`config.mk`:
```
export PLATFORM = sky130hd
export DESIGN_NAME = fpla_cfg
export DESIGN_NICKNAME = d
export VERILOG_FILES = /design/src/rtl/fpla_pkg.sv /design/src/rtl/fpla_cfg.sv
export SDC_FILE = /design/constraint.sdc
export NUM_CORES = 1
export LEC_CHECK = 0
export BUFFER_PORTS_ARGS = -buffer_cell sky130_fd_sc_hd__buf_4
export CORE_MARGIN = 1.5
export CORE_UTILIZATION = 50
export CTS_CLUSTER_DIAMETER = 60
export DETAILED_ROUTE_END_ITERATION = 6
export PLACE_DENSITY = 0.78
export SLEW_MARGIN = 5
export SYNTH_ARGS = -nofsm -noshare
export SYNTH_HDL_FRONTEND = slang
export SYNTH_SLANG_ARGS = --single-unit
```
`constraint.sdc`:
```
create_clock -name clk -period 0.9 [get_ports clk]
set_input_delay 0.18 -clock clk [delete_from_list [all_inputs] [get_ports clk]]
set_output_delay 0.18 -clock clk [all_outputs]
set_load 0.1 [all_outputs]
```
`src/rtl/fpla_pkg.sv`:
```
// Package for the free page list allocator: word types, opcode, status and
// register codes, widths and default sizes. No dependencies.
`timescale 1ns / 1ps
`default_nettype none

package fpla_pkg;

    localparam int ADDR_BITS     = 39;
    localparam int COUNT_W       = 11;
    localparam int BASE_W        = 27;
    localparam int PAGES_W       = 11;
    localparam int LOWER_W       = 27;
    localparam int UPPER_W       = 28;
    localparam int CFG_DATA_W    = 28;
    localparam int MAX_PAGES_DEF = 1024;
    localparam int PAGE_BITS_DEF = 12;

    typedef enum logic [1:0] {
        OP_GET  = 2'd0,
        OP_PUT  = 2'd1,
        OP_INIT = 2'd2,
        OP_RSVD = 2'd3
    } opcode_t;

    typedef enum logic [1:0] {
        STAT_OK    = 2'd0,
        STAT_EMPTY = 2'd1,
        STAT_BAD   = 2'd2,
        STAT_FULL  = 2'd3
    } status_t;

    typedef enum logic [1:0] {
        REG_BASE  = 2'd0,
        REG_PAGES = 2'd1,
        REG_LOWER = 2'd2,
        REG_UPPER = 2'd3
    } cfg_idx_t;

    typedef enum logic [1:0] {
        S_IDLE,
        S_GET,
        S_INIT
    } state_t;

    typedef struct packed {
        opcode_t                opcode;
        logic [ADDR_BITS-1:0]   page_address;
    } in_word_t;

    typedef struct packed {
        logic [ADDR_BITS-1:0]   granted_address;
        status_t                status;
        logic [COUNT_W-1:0]     free_count;
    } out_word_t;

    typedef struct packed {
        logic [BASE_W-1:0]      region_base_page;
        logic [PAGES_W-1:0]     region_pages;
        logic [LOWER_W-1:0]     lower_limit_page;
        logic [UPPER_W-1:0]     upper_limit_page;
    } cfg_regs_t;

endpackage

`default_nettype wire

```
`src/rtl/fpla_cfg.sv`:
```
// Configuration register file of the free page list allocator.
// Depends on fpla_pkg.
`timescale 1ns / 1ps
`default_nettype none

module fpla_cfg (
    input  wire logic                           clk,
    input  wire logic                           rst_n,
    input  wire logic                           cfg_valid,
    output logic                                cfg_ready,
    input  wire fpla_pkg::cfg_idx_t             cfg_index,
    input  wire logic [fpla_pkg::CFG_DATA_W-1:0] cfg_data,
    output fpla_pkg::cfg_regs_t                 regs
);

    import fpla_pkg::*;

    cfg_regs_t regs_reg;
    cfg_regs_t regs_next;

    assign cfg_ready = 1'b1;
    assign regs      = regs_reg;

    always_comb
    begin
        regs_next = regs_reg;
        if (cfg_valid)
        begin
            unique case (cfg_index)
                REG_BASE:  regs_next.region_base_page = cfg_data[BASE_W-1:0];
                REG_PAGES: regs_next.region_pages     = cfg_data[PAGES_W-1:0];
                REG_LOWER: regs_next.lower_limit_page = cfg_data[LOWER_W-1:0];
                REG_UPPER: regs_next.upper_limit_page = cfg_data[UPPER_W-1:0];
                default:   regs_next = regs_reg;
            endcase
        end
    end

    always_ff @(posedge clk or negedge rst_n)
    begin
        if (!rst_n)
        begin
            regs_reg <= '0;
        end
        else
        begin
            regs_reg <= regs_next;
        end
    end

endmodule

`default_nettype wire

```
==> results of run 1 <==
==> cells by family after synthesis <==
logic type / Yosys count / synth area share, %
buffers and inverters: 10 / 3.71
DFF: 93 / 62.7
muxes: 93 / 32.3
other: 1 / 0.101
and+or+nand+nor: 4 / 1.21
==> per-stage QoR <==
stage | hold slack (ns) | utilization [%]
after floorplan | -0.116 | -
after global placement | 0.0343 | 72.8
after detailed placement | 0.0323 | 72.8
==> cells in the mapped netlist <==
library cell,count
mux2_1,1
buf_6,4
dfrtp_1,93
nor3b_2,1
buf_4,1
mux2_4,40
buf_2,1
mux2_2,52
nand3_4,1
nand3b_1,2
conb_1,1
buf_12,4
==> results.md, run 1 <==
* Synth Instances at 201
* CTS Hold Buffers Added at 1
* FF+latch count, synth at 93
* Synthesized area per cell at 18.5 um^2
* Log Error: [ERROR DPL-0033] detailed placement checks failed during check placement.
* Mapped cell area at 0.00371 mm^2
* Die Span Y at 89.2 um
* Port bufs at 125
* Clock Root Buffer: clkbuf_8
* Core Rows at 31
* Yosys top cell area share at 62.7%
* Fail Step: clock tree synthesis
* Placed Cells at 428
* # H-tree levels at 3
* TritonCTS Buffers at 9
* Synth area leader: dfrtp_1
* Post-Place Cell Area at 0.00526 mm^2
* Max clock buf depth at 2
* Hpwl dp at 5790 um
* Post-Syn Nets at 234
* Final RePlAce weighted congestion at 0.707
* Post-CTS setup repair buffer count at 21
* I/O pin total at 127
* Pre-CTS WS at -0.453 ns
* Ranking of synthesized cells by area: dfrtp_1 63%, mux2_4 16%, mux2_2 16%
* Yosys cell types at 12
* Clk sinks at 93
* Syn. warnings at 0
* Register area share after synthesis at 62.7%
* Status: aborted with a tool error
* Die Width at 89.2 um
* Initial core utilization at 51.4%
* Cts repair resizes at 273
==> run 2, diff against run 1 <==
--- a/config.mk
+++ b/config.mk
@@ -7,10 +7,9 @@
 export LEC_CHECK = 0
 export BUFFER_PORTS_ARGS = -buffer_cell sky130_fd_sc_hd__buf_4
 export CORE_MARGIN = 1.5
-export CORE_UTILIZATION = 50
-export CTS_CLUSTER_DIAMETER = 60
+export CORE_UTILIZATION = 40
 export DETAILED_ROUTE_END_ITERATION = 6
-export PLACE_DENSITY = 0.78
+export PLACE_DENSITY_LB_ADDON = 0.15
 export SLEW_MARGIN = 5
 export SYNTH_ARGS = -nofsm -noshare
 export SYNTH_HDL_FRONTEND = slang
==> results.md, run 2 <==
* Status: finished with violations (was aborted with a tool error)
* Violated checks: setup timing
* Startpoint types: flip-flop
* Ys flop type: dfrtp_1 (unchanged)
* Multi-input logic area at 0.00143 mm^2
* Synth async-reset ratio at 100% (unchanged)
* Hold depth at 2
* Kind of critical path: flip-flop to primary output
* Final Net Count at 405
* Later-pin clock latency in the skew report at 0.35 ns
* RSZ-0062 raised after global routing: yes
* Hold path endpoint: regs[27]$_DFFE_PN0P_
* Grt total ovfl at 0
* Min Tclk post-route at 1.22 ns
* Post-Syn Nets at 234 (unchanged)
* Crit-path max cell delay at 0.51 ns
* Final RePlAce weighted congestion at 0.686 (was 0.707)
* Clk sinks at 93 (unchanged)
* Port bufs at 125 (unchanged)
* Synth area leader: dfrtp_1 (unchanged)
* Max Cap Viol at 0
* Post-DRT Antenna Nets at 0
* Overall routing resource usage at 20.9%
* Final hold violation count at 0
* First-pass GRT wire length at 15400 um
* TritonCTS Buffers at 9 (unchanged)
* Storage cell area at 0.00257 mm^2
* HP Class: primary input to flip-flop
* Most frequent cells in the layout: 103 x buf_12, 86 x mux2_4, 52 x dfrtp_4
* WL per Instance at 21.5 um
* Die Width at 99.3 um (was 89.2 um)
* Commonest cells in the netlist: 93 x dfrtp_1, 52 x mux2_2, 40 x mux2_4 (unchanged)
* Syn. warnings at 0 (unchanged)
* CP Capture Type: primary output
* Max reg flops at 93
* Pwr/cell area at 2910 mW/mm^2
* Crit Path Max Fanout at 2
* Routed via count at 2345
* Ant. Diodes at 0
* R2R cell count at 2
* First-pass DRT Iterations at 4
* Max clock buf depth at 2 (unchanged)
* Final Max Tran Viols at 0
* Slowest cell on the critical path: dfrtp_4
* RR Startpoint: regs[28]$_DFFE_PN0P_
* Layout fillers at 441
* Cell depth of the worst setup path at 1
* Clock tree from TritonCTS: yes
* FF+latch count, synth at 93 (unchanged)
* Clock Root Buffer: clkbuf_8 (unchanged)
* Post-route DRC at 0
* Core box area at 0.00885 mm^2
* Yosys cell types at 12 (unchanged)
* Via density at 4.84
* Worst r2r dst: regs[28]$_DFFE_PN0P_
* Yosys top cell area share at 62.7% (unchanged)
* Synth Instances at 201 (unchanged)
* Vias in the first global route at 2587
* Crit-path cells: buf_12
* Worst-path clk slew at 0.10 ns
* Post-synth EDFFs at 0 (unchanged)
* CP required at 0.72 ns
* Top-count cell post-synth: dfrtp_1 (unchanged)
* Hold Startpoint: cfg_data[27]
* Post-route clock period utilization at 136%
* Crit path max-delay family: flip-flops
* CP arrival at 1.04 ns
* Setup TNS at -28.24 ns
* Register area share after synthesis at 62.7% (unchanged)
* Mapped cell area at 0.00371 mm^2 (unchanged)
* Synthesized area per cell at 18.5 um^2 (unchanged)
* Commonest non-fill, non-tap cell in the layout: buf_12
* Setup ws final at -0.325 ns
* Final setup viols at 139
* WP buf/inv at 1
* Ranking of synthesized cells by area: dfrtp_1 63%, mux2_4 16%, mux2_2 16% (unchanged)
* Antenna violations before repair at 0
* Hold WS at 0.0699 ns
* Area grow syn2layout at 89.9%
* Flop-to-flop setup slack at -0.09 ns
* I/O pin total at 127 (unchanged)
* Initial core utilization at 41.9% (was 51.4%)
* Core Rows at 34 (was 31)
* Drt first-iter violations at 51
* Max Clock Skew at 0 ns
* Die area at 0.00986 mm^2
* Share of cells above drive strength 1 at 98.7%
* Hpwl dp at 5900 um (was 5790 um)
* # H-tree levels at 3 (unchanged)
* F_max at 817 MHz
* Leakage at 0.00324 uW
* Die Span Y at 99.3 um (was 89.2 um)
* Largest net degree at the start of global routing at 40
* Final wirelength at 10400 um
* Worst VDD drop at 1.47 mV
run 2: through the flow:
stage	utilization, %	total power (uW)	setup WS [ns]	cells	area [um^2]
after floorplan	-	13000	-0.176	201	4140
after global placement	59.8	14900	-0.369	437	5290
after detailed placement	59.8	15000	-0.397	437	5290
after CTS	76.0	20000	-0.329	470	6720
after global routing	79.6	21100	-0.369	485	7050
final	79.6	20500	-0.325	485	7050
run 2: cell type report:
| cell class | count | share of cell area, % |
|---|---|---|
| multi-input combinational | 98 | 20.2 |
| tap | 108 | 1.92 |
| timing repair buffer | 170 | 38.8 |
| sequential | 93 | 36.5 |
| clock buffer | 10 | 1.95 |
| clock inverter | 6 | 0.550 |
run 2: report_power, final:
part	switching (uW)	total [uW]	internal (uW)
clock	1440	2510	1070
sequential	984	6320	5340
combinational	7020	11600	4630
run 2: worst max-delay path by stage:
stage	start	endpoint	slack (ns)
5_1_grt	regs[28]$_DFFE_PN0P_	regs[28]	-0.37
3_3_place_gp	cfg_index[1]	regs[84]$_DFFE_PN0P_	-0.37
2_1_floorplan	cfg_index[1]	regs[66]$_DFFE_PN0P_	-0.18
6_report	regs[28]$_DFFE_PN0P_	regs[28]	-0.32
3_5_place_dp	cfg_index[1]	regs[90]$_DFFE_PN0P_	-0.40
4_1_cts	regs[0]$_DFFE_PN0P_	regs[0]	-0.33
run 2: cell families after synthesis:
kind of cell	after synthesis	synth area share, %
buf+inv	10	3.71
flops	93	62.7
mux	93	32.3
other cells	1	0.101
simple gates	4	1.21
run 2: timing repair:
item,4_1_cts,5_1_grt
endpoints found under the hold margin,93,0
endpoints found under the setup margin,99,130
cloned,2,2
hold buffers,1,0
resized for setup,260,48
pin swaps,1,2
setup buffers,14,18
run 2: metal layers:
metal  track usage [%]  part of all wire (%)
met2              34.0                    53
met5                 0                     0
met1              27.9                    42
met4              5.85                  0.93
met3              5.41                   4.3
(Power assumes the default switching activity.)
