$ cat src/rtl/fpla_ram.sv
// Generic single-port-write, single-port-read RAM with registered read data.
// No dependencies.
`timescale 1ns / 1ps
`default_nettype none

module fpla_ram #(
    parameter int WIDTH = 8,
    parameter int DEPTH = 16
) (
    input  wire logic                     clk,
    input  wire logic                     wr_en,
    input  wire logic [$clog2(DEPTH)-1:0] wr_addr,
    input  wire logic [WIDTH-1:0]         wr_data,
    input  wire logic                     rd_en,
    input  wire logic [$clog2(DEPTH)-1:0] rd_addr,
    output logic      [WIDTH-1:0]         rd_data
);

    logic [WIDTH-1:0] mem [DEPTH];

    always_ff @(posedge clk)
    begin
        if (wr_en)
        begin
            mem[wr_addr] <= wr_data;
        end
        if (rd_en)
        begin
            rd_data <= mem[rd_addr];
        end
    end

endmodule

`default_nettype wire

$ cat config.mk
export PLATFORM = sky130hd
export DESIGN_NAME = fpla_ram
export DESIGN_NICKNAME = d
export VERILOG_FILES = /design/src/rtl/fpla_ram.sv
export SDC_FILE = /design/constraint.sdc
export NUM_CORES = 1
export LEC_CHECK = 0
export ABC_AREA = 1
export BUFFER_PORTS_ARGS = -buffer_cell sky130_fd_sc_hd__buf_2
export CORE_UTILIZATION = 35
export DETAILED_ROUTE_END_ITERATION = 6
export PLACE_DENSITY_LB_ADDON = 0.3
export SLEW_MARGIN = 20
export SYNTH_ARGS = -nofsm -noshare
export SYNTH_HDL_FRONTEND = slang
export SYNTH_SLANG_ARGS = --single-unit
$ cat constraint.sdc
create_clock -name clk -period 2.6 [get_ports clk]
set_input_delay 0.13 -clock clk [delete_from_list [all_inputs] [get_ports clk]]
set_output_delay 0.13 -clock clk [all_outputs]
set_load 0.02 [all_outputs]
-- After elaboration in Yosys (flattened, before gate mapping)
Memory sizes are Yosys's and may differ from the RTL's. A register that Yosys moved wholly into a read port is not among the register bits.
Index checks and enable logic that the tools add are counted.
Widths: inputs -> output; s select.
- muxes and demuxes: 2
- operators with widths (cell ; number):
    $mux 1 ; 2
- memories: 1
- bits in writable memories: 128
- word-level logic and storage cells: 3
- register bits after elaboration: 0
- input bits: 19
- output and inout port bits: 8
- memories (name ; words ; width ; rd ports ; clocked after Yosys merged registers in ; write ports ; RTL line ; source):
    mem ; 16 ; 8 ; 1 ; 1 ; 1 ; 19 ; logic [WIDTH-1:0] mem [DEPTH];

-- Longest topological paths before layout
Gate-level depths: netlist of the first run.
- depth after elaboration: 2
- mapped depth: 8
- mapped depth without buffers: 7

-- Worst setup path after synthesis of the first run
No wires, ideal clock.
- path type: input port to flip-flop
- from: input port wr_addr[2]
- to: memory mem[10][0] (enable)
- arrival: 711 ps
- path buffers: 0
- path slack: 1519 ps
- library setup time: 370 ps
- stages on the path: 2
- required time: 2230 ps
- cells stage by stage: nand3b_1 > nor2_1
- RTL lines (item ; RTL line ; source):
    from (decl) ; 12 ; input wire logic [$clog2(DEPTH)-1:0] wr_addr,
    to (decl) ; 19 ;
No word-level cell before the write port.

==> impl_summary.md, run 1 <==
Yosys
The total of warnings raised by yosys is 0. Synthesis produced a netlist whose cell count is 551. Ranked by total cell area, the synthesized netlist is headed by sky130_fd_sc_hd__edfxtp_1, sky130_fd_sc_hd__nand2_1, sky130_fd_sc_hd__nand3_1. Among all cell types in the netlist, the one instantiated most often is sky130_fd_sc_hd__nand2_1. The cell area after technology mapping is between 0.005 and 0.006 mm2.

In this run the mean area of a mapped cell was around 11 um2. Counting flops with an async set or reset pin after synthesis yields a share of 0%. The dominant cell type by area after synthesis is sky130_fd_sc_hd__edfxtp_1. The area share of the largest cell type after synthesis is 69.85%. The count of flip-flops with a built-in enable after synthesis is about 140. For this run, the register share of the synthesized area comes to 69.85%. The count of cell types in the netlist is 11.

For this run, the leading register cell type out of synthesis is sky130_fd_sc_hd__edfxtp_1. The commonest cells after synthesis are sky130_fd_sc_hd__nand2_1, sky130_fd_sc_hd__edfxtp_1, sky130_fd_sc_hd__inv_1, sky130_fd_sc_hd__nand3_1, sky130_fd_sc_hd__nor2_1. The post-synthesis sequential element count is 136.

The post-synth net total is 570.

Clock network
Post-CTS repair changed the size of 0 cells. The clock-pin slew on the worst setup and hold paths is approximately 0.060 ns. The maximum buffer depth of the clock tree is 2. Clock tree synthesis inserted a total of 17 buffers. TritonCTS built the clock tree.

The number of levels the H-tree was split into is 4. The number of hold buffers added after CTS was 0. For the worst-skew pair, the clock arrives at the later sink with an insertion delay of 0.42 ns. The number of buffers added for setup after CTS is 0. The CTS sink count is 136. CTS placed an instance of sky130_fd_sc_hd__clkbuf_16 at the clock tree root.

STA
Setup repair after global routing left no endpoint under its margin. The post-route clock period utilization is 55.35%. The post-layout minimum cycle time is 1.439 ns.

The maximum operating frequency is 694.8 MHz. For the pin with the worst max-slew slack, the measured transition is 0.9839 ns. Summed over all failing endpoints, the final setup total negative slack is 0 ns. Clock skew on the completed layout was measured at 0.008076 ns. The final number of hold-violating endpoints came to 0. The relative max-transition margin is 34.17%. The total count of max-transition violations in the final report was 0. The number of endpoints failing setup at the final stage is 0.

Layout
For this run, the number of standard cells in the final layout without fillers is 804. The final layout contains approximately 600 nets. The fill cell instance count of the final layout is 1,555. The number of antenna diodes in the final layout is 0. The layout cell share with drive strength beyond 1 is 10.20%. The end-of-flow core utilization is 41.83%. Relative to the synthesized area, the layout overhead comes to 15.30%.

Setup path
The startpoint of the worst setup timing path is rd_addr[1]. The worst endpoint data arrival time is 1.60 ns. The kind of critical path is in -> reg. Counting cells, the worst reg-to-reg path comes to 6. STA classifies the critical path endpoint as a register.

For the worst setup path, the data required time is 2.76 ns. The worst setup path is launched from an input pin. The startpoint identified for the worst register-to-register timing path is mem[7][0]$_DFFE_PP_.

In this run the worst path has a maximum fanout of 33. In this run the critical register-to-register path is captured at rd_data[0]$_DFFE_PP_. For flop-to-flop paths, the worst setup slack is 1.45 ns.

Min path
The type of the most critical hold path is in -> reg. Along the worst hold path, the cell count comes to 1. For hold timing, the worst endpoint is rd_data[1]$_DFFE_PP_. In this run the most critical hold path is launched from rd_en.

Power
The proportion of total power due to net switching is 20.87%. The proportion of power drawn by the clock network is 47.9%. The internal portion of the total power is roughly 4.2 mW. For this design the ratio of total power to cell area is 793.6 mW/mm2. In this run the power spent charging and discharging nets is 1.117 mW.

Across the VDD grid, the largest voltage drop is 388.3 uV. The analysis attributes to cell leakage a power of 2.843 nW. The power share of the combinational group is between 5 and 6%. Sequential cells account for 46.5% of the total power.

Route
Dividing the detail-routed wire length by the instance count gives 17.25 um. The final antenna-violating net count is 0. The wire length reported by the detailed router is 13,870 um. The iteration-0 DRC count of the detailed router is 431. The first-pass iteration count of the detailed router is 5. After detailed routing, the number of vias per cell comes to 4.871. The remaining routing DRC violations is 0.

The total via count in the routed design is 3,916.

Die
In this run the horizontal extent of the chip is 131.3 um. The die extent in y is 131.3 um. The die covers 0.01723 mm2. Row generation in the floorplan step produced 46 rows.

The area of the core is 0.01612 mm2. The number of top-level design ports is 27. The initial utilization of the core area, before any placement, comes to 36.28%.

Global route
The first-pass GRT wire length is 21,920 um. The total congestion overflow after global routing is 0. Global routing consumed, over all layers together, ~17% of the routing resources. The number of global-route vias before repair is 3,896. The largest net degree at the start of global routing is 34. The initial antenna violation count was 0.

Place
The number of I/O port buffers is 26. At the end of routability-driven placement, the weighted congestion stood at 0.8481. After detailed placement, the design holds a cell count of 773. The final HPWL from detailed placement is 8917 um.

Outcome
The run finished with clean final reports.

Run
Max-cap violations in this run came to 0.
worst max-delay path by stage:
stage	slack, ns	to	depth (start not counted)
2_1_floorplan	1.52	mem[10][0]$_DFFE_PP_	2
3_3_place_gp	0.77	rd_data[5]$_DFFE_PP_	6
3_5_place_dp	0.74	rd_data[6]$_DFFE_PP_	6
4_1_cts	1.17	rd_data[6]$_DFFE_PP_	6
5_1_grt	1.04	rd_data[7]$_DFFE_PP_	6
6_report	1.16	rd_data[3]$_DFFE_PP_	6
flip-flops by register name, indices dropped and copies added (netlist names):
name     cells
mem        128
rd_data      8
power groups by stage:
stage	registers, mW	clock network, mW	logic, mW
2_1_floorplan	2.54	0	0.173
3_3_place_gp	2.53	0	0.300
3_5_place_dp	2.53	0	0.302
4_1_cts	2.49	2.59	0.304
5_1_grt	2.49	2.69	0.332
6_report	2.49	2.56	0.301
per-stage QoR:
step / hold WS [ns] / power (mW) / instance area, um2 / setup WS, ns
2_1_floorplan: 0.2289 / 2.714 / 5847 / 1.519
3_5_place_dp: 0.4990 / 2.834 / 6111 / 0.7436
4_1_cts: 0.06870 / 5.378 / 6741 / 1.173
6_report: 0.08357 / 5.350 / 6741 / 1.161
5_1_grt: 0.07396 / 5.512 / 6741 / 1.036
3_3_place_gp: 0.5056 / 2.834 / 6111 / 0.7717
layer usage:
| metal | global-route usage (%) | routed length (um) | up-vias |
|---|---|---|---|
| li1 | - | - | 1832 |
| met1 | 22.97 | 6180 | 1891 |
| met2 | 26.74 | 6560 | 174 |
| met3 | 3.434 | 881 | 19 |
| met4 | 6.718 | 247 | 0 |
| met5 | 0 | 0 | - |
layout make-up:
type / instances / area (um2) / share of cell area [%]
well taps: 216 / 270.3 / 4.009
repair buffers: 30 / 160.2 / 2.376
multi-input cells: 289 / 1214 / 18.00
clock buffers: 17 / 425.4 / 6.310
clock inverters: 14 / 205.2 / 3.044
inverters: 102 / 382.9 / 5.679
flip-flops and latches: 136 / 4084 / 60.58
worst max-delay path, stage by stage:
cell,delay (ns)
sky130_fd_sc_hd__buf_2,0.50
sky130_fd_sc_hd__inv_2,0.43
sky130_fd_sc_hd__nand3_1,0.21
sky130_fd_sc_hd__nand3_1,0.09
sky130_fd_sc_hd__nand3_1,0.13
sky130_fd_sc_hd__nand2_1,0.07
layout by cell type, fill, tap and decap left out:
| cell | Yosys | final |
|---|---|---|
| sky130_fd_sc_hd__edfxtp_1 | 136 | 136 |
| sky130_fd_sc_hd__clkinv_1 | 0 | 3 |
| sky130_fd_sc_hd__clkinvlp_4 | 0 | 4 |
| sky130_fd_sc_hd__clkinv_2 | 0 | 1 |
| sky130_fd_sc_hd__inv_2 | 2 | 2 |
| sky130_fd_sc_hd__inv_6 | 0 | 1 |
| sky130_fd_sc_hd__buf_2 | 13 | 26 |
| sky130_fd_sc_hd__inv_1 | 100 | 100 |
| sky130_fd_sc_hd__bufinv_16 | 0 | 5 |
| sky130_fd_sc_hd__nand2_1 | 173 | 173 |
| sky130_fd_sc_hd__nand3b_1 | 2 | 2 |
| sky130_fd_sc_hd__clkbuf_16 | 0 | 17 |
| sky130_fd_sc_hd__buf_4 | 4 | 4 |
| sky130_fd_sc_hd__nor2_1 | 17 | 17 |
| sky130_fd_sc_hd__nand3_1 | 97 | 97 |
logic make-up after synthesis:
family                 share of synthesized area [%]
AND/OR/NAND/NOR                                20.76
flip-flops                                     69.85
buffers and inverters                          9.394
No activity file was read; power rests on OpenSTA's default activity.
==> run 2, diff against run 1 <==
- ABC_AREA: 1 -> 0
- clock period: 2.6 -> 1.2 ns (I/O delays scaled with it)
==> impl_summary.md, run 2 <==
Outcome
The run finished, with violations left. The checks that failed: negative setup slack.

Layout
More flip-flops sit in one register than any other, and that register is mem. The largest registers in the layout are mem (128), rd_data (8). The fill cell instance count of the final layout was 1,269 (-18%). The most common cell after layout, fill and taps aside is sky130_fd_sc_hd__edfxtp_1.

The post-layout net count is 315 (-47%). The footprint of the multi-input gates is 0.001050 mm2 (-14%). The library cells used most frequently in the layout, excluding fill and tap cells, are sky130_fd_sc_hd__edfxtp_1, sky130_fd_sc_hd__mux4_2, sky130_fd_sc_hd__buf_4. The number of flip-flops in the largest register is 128 (unchanged). The final design instance area without fill is 0.006322 mm2 (-6.2%). The sequential standard cell area is 0.004084 mm2 (unchanged).

The end-of-flow core utilization is 43.50% (+1.7 points). The layout cell share with drive strength beyond 1 is 41.56% (+31 points). The final instance count without filler cells is 493 (-39%).

The area growth from synthesis to layout is 20.94%.

Yosys
The count of flip-flops with a built-in enable after synthesis is 136 (unchanged). The post-synthesis area per instance is 22.83 um2 (+120%). The area fraction in compound gates after synthesis is 2.298% (+2.3 points). Sorting the synthesized cells by how often they occur yields sky130_fd_sc_hd__edfxtp_1, sky130_fd_sc_hd__mux4_2, sky130_fd_sc_hd__a22oi_1, sky130_fd_sc_hd__mux4_1, sky130_fd_sc_hd__nor2_1.

The total of warnings raised by yosys was 0 (unchanged). The xor/xnor share of the synthesized area is 0% (unchanged). The dominant combinational cell family by area after synthesis is multiplexers. The most used flip-flop cell after synthesis is sky130_fd_sc_hd__edfxtp_1.

Sorting the synthesized cells by area gives the leading types as sky130_fd_sc_hd__edfxtp_1, sky130_fd_sc_hd__mux4_2, sky130_fd_sc_hd__mux4_1. The arithmetic-cell share of the synthesized area counting full adders, half adders and majority gates is 0% (unchanged). The synthesized design spends more area on one cell type than any other, namely sky130_fd_sc_hd__edfxtp_1. The portion of the post-synthesis area used by sequential elements is 78.12% (+8.3 points).

The cell count after synthesis is 229 (-58%). The area share of the largest cell type after synthesis is 78.12% (+8.3 points). The simple-gate share of the synthesized area is 3.135% (-18 points). The cell area after technology mapping is 0.005228 mm2 (-11%).

The proportion of synthesized flip-flops having asynchronous set or reset is 0% (unchanged). The post-synthesis sequential element count is 136 (unchanged). The fraction of synthesized area in multiplexers is 14.79% (+15 points). The count of cell types in the netlist came to 18 (+7). The most numerous cell in the Yosys netlist is sky130_fd_sc_hd__edfxtp_1. The post-synth net total is 248 (-56%).

STA
The worst-case clock skew is 0.005533 ns (-0.002543 ns). The relative max-transition margin was 42.35% (+8.2 points). After layout, the worst path uses 117.0% of the clock period. Counting I/O delays and the setup requirement, the final critical path takes 1.404 ns. Setup repair after global routing could not meet its margin everywhere.

Based on the critical path, the design can be clocked at up to between 700 and 800 MHz. The smallest hold slack is 0.02678 ns (-0.05679 ns). The number of endpoints failing setup at the final stage is 8 (+8).

The total count of max-transition violations in the final report is 0 (unchanged). The post-layout worst setup margin is -0.2043 ns (-1.365 ns). The final number of hold-violating endpoints is 0 (unchanged). The slew of the pin with the lowest slew margin is 0.8630 ns (-0.1209 ns).

Route
The remaining routing DRC violations came to 0 (unchanged). The total via count in the routed design is 2,412 (-38%). The detailed-route vias per instance was 4.892 (+0.45%). The wire length reported by the detailed router is 9636 um (-31%). The final routed wire length divided by cell count is 19.55 um (+13%). The iteration-0 DRC count of the detailed router is 157 (-64%). The final antenna-violating net count is 0 (unchanged). The first-pass iteration count of the detailed router is 4 (-1).

Die
The count of standard-cell rows is 44 (-4.3%). The floorplan die area is 0.01543 mm2 (-10%). The number of top-level design ports is 27 (unchanged). The area of the core is 0.01453 mm2 (-9.8%).

The die extent in y is 124.2 um (-5.4%). The width of the die came to 124.2 um (-5.4%). The initial standard-cell utilization of the core was 35.97% (-0.31 points).

Clock network
The clock-pin slew on the worst setup and hold paths is 0.06 ns (about the same). TritonCTS built the clock tree. The CTS sink count is 136 (unchanged). The maximum buffer depth of the clock tree came to 2 (unchanged). The insertion delay of the later-clocked pin in the worst-skew pair came to 0.40 ns (-0.02 ns). The number of levels the H-tree was split into is 4 (unchanged). The number of buffers added for setup after CTS is 0 (unchanged). The number of CTS-inserted buffers was 17 (unchanged). The clock tree root buffer cell is sky130_fd_sc_hd__clkbuf_16.

Setup path
The critical path in this run is classified as reg -> reg. The biggest fanout along the worst timing path is 1 (-97%). The delay of the slowest cell on the worst path was 0.50 ns (about the same). The worst register-to-register path ends at rd_data[6]$_DFFE_PP_.

The worst register-to-register path begins at mem[3][6]$_DFFE_PP_. STA classifies the critical path startpoint as a register. The cell type of the slowest stage on the worst timing path is sky130_fd_sc_hd__mux4_2. The worst endpoint data arrival time is 1.55 ns (-0.05 ns). The signal on the critical path passes through mux4_2 -> a22oi_2 -> nand2_1. The endpoint required time on the critical path is 1.35 ns (-1.41 ns).

The sort of element at the end of the critical path is a register. The number of cells traversed by the worst register-to-register path is 3 (-3). The register-to-register setup slack was -0.20 ns (-1.65 ns).

Global route
The first-pass GRT wire length is 15,160 um (-31%). The total global-route track usage is 13.75% (-3.2 points). The largest net degree at the start of global routing is 17 (-50%).

The total congestion overflow after global routing is 0 (unchanged). The initial antenna violation count is 1 (+1). The number of global-route vias before repair is 2,586 (-34%).

Place
The final weighted congestion of routability-driven global placement came to 0.7160 (-16%). The number of I/O port buffers is 26 (unchanged). The total instance count after detailed placement was 461 (-40%). The final HPWL from detailed placement is 6704 um (-25%).

The placed standard-cell area came to 0.005754 mm2 (-5.8%).

Power
The leakage power total came to 2.096 nW (-26%). The worst IR drop on VDD is 1182 uV (+200%). The overall power of the completed layout was 10.56 mW (+97%). The power density of the placed cells is 1670 mW/mm2 (+110%).

Run
The reported max-cap violation count is 0 (unchanged).

Min path
For hold timing, the worst endpoint is rd_data[3]$_DFFE_PP_. The worst hold path depth is 1 (unchanged). In this run the worst hold path is classified as in -> reg. In this run the most critical hold path is launched from rd_en.
## run 2: kinds of logic after synthesis
family                 after synthesis
multiplexers                        32
AND/OR/NAND/NOR                     35
buffers and inverters               10
AO/OA/AOI/OAI                       16
flip-flops                         136
## run 2: routing by layer
metal,wire [um],vias to the layer above,share of wire [%],track usage (%)
met4,116,0,1.2,5.741
met1,4198,1240,44,17.64
li1,-,1109,-,-
met2,4921,54,51,22.00
met5,0,-,0,0
met3,400,9,4.2,3.793
## run 2: worst max path at each step
stage / start / end / slack (ns) / depth (start not counted)
final: mem[3][6]$_DFFE_PP_ / rd_data[6]$_DFFE_PP_ / -0.20 / 3
after global routing: mem[11][5]$_DFFE_PP_ / rd_data[5]$_DFFE_PP_ / -0.25 / 3
after CTS: mem[3][6]$_DFFE_PP_ / rd_data[6]$_DFFE_PP_ / -0.23 / 3
after detailed placement: rd_addr[0] / rd_data[2]$_DFFE_PP_ / -0.45 / 5
after global placement: rd_addr[0] / rd_data[2]$_DFFE_PP_ / -0.46 / 5
after floorplan: wr_addr[2] / mem[3][0]$_DFFE_PP_ / -0.13 / 2
## run 2: final cells by class
| cell class | instances | share of cell area [%] |
|---|---|---|
| Sequential cell | 136 | 64.60 |
| Multi-Input combinational cell | 83 | 16.60 |
| Clock buffer | 17 | 6.729 |
| Timing Repair Buffer | 58 | 6.650 |
| Tap cell | 184 | 3.641 |
| Clock inverter | 14 | 1.742 |
| Antenna cell | 1 | 0.03958 |
## run 2: timing repair
item | CTS | global route
pin swaps | 0 | 1
hold buffers | 0 | 0
gates resized for setup | 3 | 3
setup endpoints to repair | 8 | 8
## run 2: power by group
part | internal (mW) | switching (mW) | leakage [nW] | total [mW]
clock network | 2.80 | 1.80 | 0.257 | 4.60
registers | 5.36 | 0.0308 | 1.24 | 5.39
logic | 0.257 | 0.310 | 0.603 | 0.567
total | 8.41 | 2.14 | 2.10 | 10.6
## run 2: metrics by stage
stage	worst slack (ns)	setup TNS, ns
floorplan	-0.1261	-4.434
global placement	-0.4608	-6.315
detailed placement	-0.4531	-6.758
CTS	-0.2261	-1.507
global route	-0.2493	-1.765
finish	-0.2043	-1.314
## run 2: worst max-delay path: cells and delay by family, from the launching register on
| kind | cells | cell delay, ns |
|---|---|---|
| flops | 1 | 0.38 |
| simple gates | 1 | 0.08 |
| compound gates | 1 | 0.19 |
| mux | 1 | 0.50 |
==> run 3, diff against run 2 <==
- SETUP_SLACK_MARGIN: not set -> 0.4
==> impl_summary.md, run 3 (synthesis results as in run 2) <==
Outcome
The flow ran to the end, but the final reports show violations. The final reports fail on negative setup slack.

Layout
The number of antenna cells inserted is 0 (-1). The largest registers in the layout are mem (128), rd_data (8). Relative to the synthesized area, the layout overhead comes to 31.74%. The footprint of the multi-input gates is 0.001227 mm2 (+17%). The fill cell instance count of the final layout is 1,215 (-4.3%).

The number of flip-flops in the largest register came to 128 (unchanged). The post-layout net count came to 315 (unchanged). The most common cell after layout, fill and taps aside is sky130_fd_sc_hd__edfxtp_1. The layout cell share with drive strength beyond 1 came to 48.87% (+7.3 points). The register ranked first by flip-flop count is mem. The sequential standard cell area came to 0.004084 mm2 (unchanged).

In the layout the commonest cells are sky130_fd_sc_hd__edfxtp_1, sky130_fd_sc_hd__mux4_2, sky130_fd_sc_hd__buf_12.

Setup path
STA classifies the critical path endpoint as a register. The cell type of the slowest stage on the worst timing path is sky130_fd_sc_hd__mux4_2. The sum of buffers and inverters on the critical path was 0 (unchanged). The delay of the slowest cell on the worst path is 0.49 ns (about the same). The kind of cell with the highest combined delay on the critical path is multiplexers. The critical path in this run is classified as reg -> reg. The biggest fanout along the worst timing path is 1 (unchanged). The endpoint required time on the critical path is 1.35 ns (about the same). The critical path startpoint category is a register. The worst endpoint data arrival time is 1.53 ns (-0.02 ns).

Traced cell by cell, the critical path runs through mux4_2 -> a22oi_2 -> nand2_1.

Die
The area of the core is 0.01453 mm2 (unchanged). The initial standard-cell utilization of the core was 35.97% (unchanged). The number of top-level design ports is 27 (unchanged).

The count of standard-cell rows is 44 (unchanged). The width of the die is 124.2 um (unchanged). The die extent in y is 124.2 um (unchanged). The floorplan die area came to 0.01543 mm2 (unchanged).

Route
The first-pass iteration count of the detailed router was 4 (unchanged). The iteration-0 DRC count of the detailed router was 223 (+42%). The final routed wire length divided by cell count is 21.39 um (+9.4%). The wire length reported by the detailed router is 10,550 um (+9.4%). The detailed-route vias per instance was 5.089 (+4.0%).

The final antenna-violating net count was 0 (unchanged). The remaining routing DRC violations is 0 (unchanged). The total via count in the routed design was 2,509 (+4.0%).

STA
The final number of hold-violating endpoints is 0 (unchanged). The post-route clock period utilization is 115.1% (-1.9 points). Setup repair after global routing could not meet its margin everywhere.

The number of endpoints failing setup at the final stage is 8 (unchanged). The slew of the pin with the lowest slew margin came to 1.091 ns (+0.2276 ns). The post-layout minimum cycle time is 1.381 ns (-0.02325 ns). The post-layout worst setup margin came to -0.1810 ns (+0.02325 ns).

The maximum operating frequency is 724.1 MHz (+1.7%). The total count of max-transition violations in the final report is 0 (unchanged). The relative max-transition margin is 27.15% (-15 points). The total negative slack is -1.295 ns (+0.01901 ns). The worst-case clock skew is 0.005602 ns (+0.00006903 ns). The smallest hold slack came to 0.04060 ns (+0.01382 ns).

Clock network
The clock-pin slew on the worst setup and hold paths is 0.06 ns (about the same). The number of levels the H-tree was split into is 4 (unchanged). The clock tree root buffer cell is sky130_fd_sc_hd__clkbuf_16. The CTS sink count came to 136 (unchanged). The hold-fix buffer count after cts is 0 (unchanged). The maximum buffer depth of the clock tree is 2 (unchanged). The number of CTS-inserted buffers is 17 (unchanged).

The insertion delay of the later-clocked pin in the worst-skew pair came to 0.41 ns (about the same). TritonCTS built the clock tree.

Place
The worst setup timing slack at the placement stage is -0.4541 ns (-0.0009700 ns). The final HPWL from detailed placement came to 6779 um (+1.1%). The final weighted congestion of routability-driven global placement came to 0.6837 (-4.5%).

The number of I/O port buffers is 26 (unchanged).

Min path
The worst hold path belongs to the class in -> reg.

Global route
The total congestion overflow after global routing came to 0 (unchanged). The total global-route track usage is 14.94% (+1.2 points). The initial antenna violation count is 0 (-1). The number of global-route vias before repair is 2,694 (+4.2%).

The largest net degree at the start of global routing is 17 (unchanged). The first-pass GRT wire length is 16,480 um (+8.7%).

Power
The worst IR drop on VDD is 837.1 uV (-29%). The leakage power total is 2.253 nW (+7.5%). The power density of the placed cells is 1685 mW/mm2 (+0.95%).

Run
The reported max-cap violation count is 0 (unchanged).
==> run 3: cell count changes in the layout (fill, tap and decap cells not counted), moves of 5 or more <==
| cell | before | now |
|---|---|---|
| sky130_fd_sc_hd__nor2_1 | 13 | 1 |
| sky130_fd_sc_hd__a22oi_2 | 6 | 11 |
| sky130_fd_sc_hd__buf_12 | 4 | 21 |
| sky130_fd_sc_hd__nor2_4 | 0 | 12 |
| sky130_fd_sc_hd__buf_6 | 0 | 14 |
| sky130_fd_sc_hd__buf_2 | 26 | 16 |
| sky130_fd_sc_hd__buf_4 | 28 | 7 |
| sky130_fd_sc_hd__a22oi_1 | 10 | 5 |
==> run 3: metrics by stage <==
step | total power, mW | util [%] | cell area [um2] | std cells
2_1_floorplan | 5.831 | - | 5376 | 229
3_3_place_gp | 6.121 | 41.31 | 6005 | 454
3_5_place_dp | 6.135 | 41.31 | 6005 | 454
4_1_cts | 11.69 | 47.04 | 6837 | 491
5_1_grt | 11.97 | 47.38 | 6887 | 493
6_report | 11.61 | 47.38 | 6887 | 493
==> run 3: power by group <==
group	switching [mW]	internal (mW)	leakage (nW)
logic	0.373	0.342	0.713
registers	0.0341	5.36	1.24
clock network	1.84	3.66	0.305
==> run 3: final cells by class <==
type	instances	share of cell area, %
Sequential cell	136	59.30
Clock buffer	18	6.232
Tap cell	184	3.343
Multi-Input combinational cell	83	17.82
Timing Repair Buffer	58	10.32
Clock inverter	14	2.980
==> run 3: repair_timing <==
| item | in CTS | in global routing |
|---|---|---|
| setup endpoints to repair | 104 | 71 |
| pin swaps | 10 | 7 |
| gates resized for setup | 31 | 2 |
| buffers inserted | 5 | 2 |
==> run 3: final timing paths <==
path | from | end | slack (ns) | cells past startpoint
setup / recovery | mem[12][6]$_DFFE_PP_ | rd_data[6]$_DFFE_PP_ | -0.18 | 3
setup reg to reg | mem[12][6]$_DFFE_PP_ | rd_data[6]$_DFFE_PP_ | -0.18 | 3
hold / removal | wr_data[4] | mem[1][4]$_DFFE_PP_ | 0.04 | 1
hold reg to reg | mem[6][3]$_DFFE_PP_ | rd_data[3]$_DFFE_PP_ | 0.75 | 3
==> run 3: routing by layer <==
| layer | global-route usage (%) | part of all wire (%) | vias up |
|---|---|---|---|
| met5 | 0 | 0 | - |
| met4 | 5.528 | 1.2 | 0 |
| met3 | 3.879 | 4.0 | 12 |
| met2 | 24.41 | 52 | 53 |
| met1 | 19.15 | 43 | 1338 |
| li1 | - | - | 1106 |
